## src/design/lbp_ram.sv

```systemverilog
// Generic simple dual-port RAM: one write port, one read port, registered read.
// No dependencies.
module lbp_ram #(
    parameter int WIDTH = 8,
    parameter int DEPTH = 16,
    localparam int AW   = $clog2(DEPTH)
) (
    input  logic             clk,
    input  logic             we,
    input  logic [AW-1:0]    waddr,
    input  logic [WIDTH-1:0] wdata,
    input  logic             re,
    input  logic [AW-1:0]    raddr,
    output logic [WIDTH-1:0] rdata
);

    logic [WIDTH-1:0] mem [DEPTH];

    // Write port
    always_ff @(posedge clk)
    begin
        if (we)
        begin
            mem[waddr] <= wdata;
        end
    end

    // Registered read port, holds while not enabled
    always_ff @(posedge clk)
    begin
        if (re)
        begin
            rdata <= mem[raddr];
        end
    end

endmodule

```

## config.mk

```make
export PLATFORM = sky130hd
export DESIGN_NAME = lbp_ram
export DESIGN_NICKNAME = d
export VERILOG_FILES = /design/src/design/lbp_ram.sv
export SDC_FILE = /design/constraint.sdc
export NUM_CORES = 1
export LEC_CHECK = 0
export BUFFER_PORTS_ARGS = -buffer_cell sky130_fd_sc_hd__buf_2
export CAP_MARGIN = 20
export CORE_AREA = 2 2 97 99
export DETAILED_ROUTE_END_ITERATION = 8
export DIE_AREA = 0 0 99 101
export PLACE_DENSITY = 0.77
export SLEW_MARGIN = 10
export SYNTH_ARGS = -nofsm -noshare
export SYNTH_HDL_FRONTEND = slang
export SYNTH_SLANG_ARGS = --single-unit
```

## constraint.sdc

```tcl
create_clock -name clk -period 2.2 [get_ports clk]
set_input_delay 0.44 -clock clk [delete_from_list [all_inputs] [get_ports clk]]
set_output_delay 0.44 -clock clk [all_outputs]
set_load 0.05 [all_outputs]
```

==> results_dict.tcl <==
set metrics [dict create \
    synth.most_common_cell "edfxtp_1" \
    crit_required_ps 1760 \
    io_buffer_count 26 \
    wl_per_cell_um 23.6 \
    r2r-start "mem[2][5]" \
    setup_violations 0 \
    yosysTopAreaCell "edfxtp_1" \
    whs_endpoint "rdata[3]" \
    path_class "flip-flop to primary output" \
    cts-buffers-inserted 17 \
    min_period_ps 1600 \
    grt_max_degree 22 \
    ant_nets 0 \
    endpoint_kind "primary output" \
    layout-drive-gt1-share_pct 31.9 \
    path_clk_slew_ps 60 \
    grt_use_met2_pct 33.2 \
    finalPower_mw 5.94 \
    vdd_ir_drop_max_uv 468 \
    synth_area_leaders "edfxtp_1 78%, mux4_2 7.8%, mux4_1 7.0%" \
    power.internal_mw 4.74 \
    pwr-share-clk_pct 45.5 \
    path_buf_inv 1 \
    crit_family "flip-flops" \
    async_flop_share_pct 0 \
    holdPathStages 1 \
    tightest_slew_ps 412 \
    synth_nets 248 \
    die_h_um 101 \
    preCtsSetupSlack_ps 211 \
    synth.avg_cell_area_sq_um 22.8 \
    fill_cells 512 \
    fmax_ghz 0.625 \
    clock_tree.root_cell "clkbuf_8" \
    yosysTopAreaCellShare_pct 78.1 \
    wl_mm 9.69 \
    ctsHoldBuffers 0 \
    dp_hpwl_mm 6.09 \
    overflow 0 \
    netSwitchingPower_mw 1.20 \
    cap_violations 0 \
    top_usage_layer "met2" \
    worst_slew_margin_rel_pct 72.5 \
    h-tree-depth 4 \
    power_frac_seq_pct 49.4 \
    drt_iter0_drc 210 \
    num_vias 2456 \
    cts.sinks 136 \
    use_met1_pct 29.1 \
    crit_fanout 1 \
    critical-path-slowest-cell "edfxtp_1" \
    synth_common_cells "136 x edfxtp_1, 18 x mux4_2, 16 x a22oi_1, 14 x mux4_1, 13 x nor2_1" \
    grt_first_pass_wirelength_mm 15.0 \
    synth_cells 229 \
    synth_cell_types 18 \
    critPathMaxStageDelay_ps 370 \
    fin_cells 410 \
    swShare_pct 20.2 \
    nets 305 \
    hold_viol 0 \
    p_leak_nw 2.11 \
    die_x_um 99 \
    hp-class "input pin to flip-flop" \
    clk_latency_ps 510 \
    netlist_area_sq_um 5230 \
    combPwrFrac_pct 5.1 \
    cts_tree "yes" \
    ff2ff_setup_slack_ps 680 \
    use_met3_pct 6.52 \
    drcViolationCount 0 \
    worstRegToRegCells 3 \
    fin_skew_ps 5.53 \
    synth_edf_count 136 \
    grt_use_total_pct 21.5 \
    final_cell_area_sq_um 6160 \
    layout-area-overhead-vs-synth_pct 17.9 \
    status "completed" \
    post_cts_resize_count 0 \
    worstHoldStart "re" \
    grt_pass1_vias 2610 \
    start_kind "flip-flop" \
    hold_slack_ps 306 \
    setup_slack_ps 601 \
    gp_congestion 0.772 \
    antenna_found_initial 1 \
    ios 27 \
    finalMaxSlewViolations 0 \
    p_per_area_nw_per_um2 964 \
    core-area_sq_um 8980 \
    rsz0062_at_grt "false" \
    cp_cell_sequence "buf_2" \
    period_share_pct 72.7 \
    numPlacedInstances 378 \
    synth_seq_cells 136 \
    clock_path_buffers 2 \
    yosys_warnings 0 \
    setup_tns_ps 0 \
    dr.pass1.iters 4 \
    fin_util_pct 68.7 \
    dieArea_sq_um 10000 \
    yosysSeqAreaShare_pct 78.1 \
    worstSetupPathDepth 1 \
    synthFlopType "edfxtp_1" \
    cp.arrival_ps 1160 \
    num_rows 35 \
    postCtsSetupRepairBufs 0 \
    initial_core_util_pct 58.2 \
    r2r-end "rdata[5]" \
    post_dp_cell_area_sq_um 5590 \
    vias_per_cell 5.99 \
]
worst register-to-register path, delay by kind of cell (launching register included):
family             cells  cell delay [ps]
muxes                  1              520
DFF                    1              370
AOI/OAI and AO/OA      1              270
and+or+nand+nor        1              100
power groups by stage:
stage	Sequential [mW]	Combinational [mW]	Clock (mW)
5_1_grt	2.94	0.328	2.83
3_5_place_dp	2.99	0.308	0
4_1_cts	2.94	0.310	2.74
6_report	2.94	0.303	2.70
2_1_floorplan	3.03	0.147	0
3_3_place_gp	2.99	0.300	0
cells in the final DEF, fill, tap and decap left out:
cell	netlist	layout
nor2b_1	1	1
clkbuf_16	0	16
buf_4	1	21
mux4_1	14	14
nand3b_1	2	2
mux4_2	18	18
clkinvlp_4	0	1
clkinv_2	0	3
nand2_1	9	9
clkinv_4	0	4
and2b_1	1	1
clkinv_1	0	3
a22oi_1	16	16
buf_12	0	1
diode_2	0	1
edfxtp_1	136	136
nand2b_1	2	2
and2_1	1	1
clkbuf_8	0	1
or3b_2	1	1
bufinv_16	0	3
nor2_1	13	13
nand3_1	1	1
buf_2	3	26
nor3_1	4	4
area by class of cell:
type	count	area, sq um	share of cell area [%]
clock buffers	17	414	6.72
clock inverters	14	159	2.58
well taps	111	139	2.25
multi-input cells	83	1060	17.2
diodes	1	2.50	0.0406
repair buffers	48	308	4.99
flip-flops and latches	136	4080	66.3
worst max path at each step:
stage          startpoint         to
6_report         rdata[6]   rdata[6]
5_1_grt          rdata[7]   rdata[7]
4_1_cts          rdata[7]   rdata[7]
3_5_place_dp     raddr[0]   rdata[1]
3_3_place_gp     raddr[0]   rdata[4]
2_1_floorplan    waddr[2]  mem[0][0]
layer usage:
metal	part of all wire [%]	vias to the layer above
met4	0.85	0
met1	40	1257
met2	51	102
met5	0	-
met3	8.2	4
li1	-	1093
sequential cells by signal, indices dropped and copies added (netlist names):
register / cells
rdata: 8
mem: 128
cell families after synthesis:
| logic type | count (synthesis) | synth area share [%] |
|---|---|---|
| buffers and inverters | 10 | 1.65 |
| DFF | 136 | 78.1 |
| muxes | 32 | 14.8 |
| AOI/OAI and AO/OA | 16 | 2.30 |
| and+or+nand+nor | 35 | 3.14 |
(Power assumes the default switching activity.)
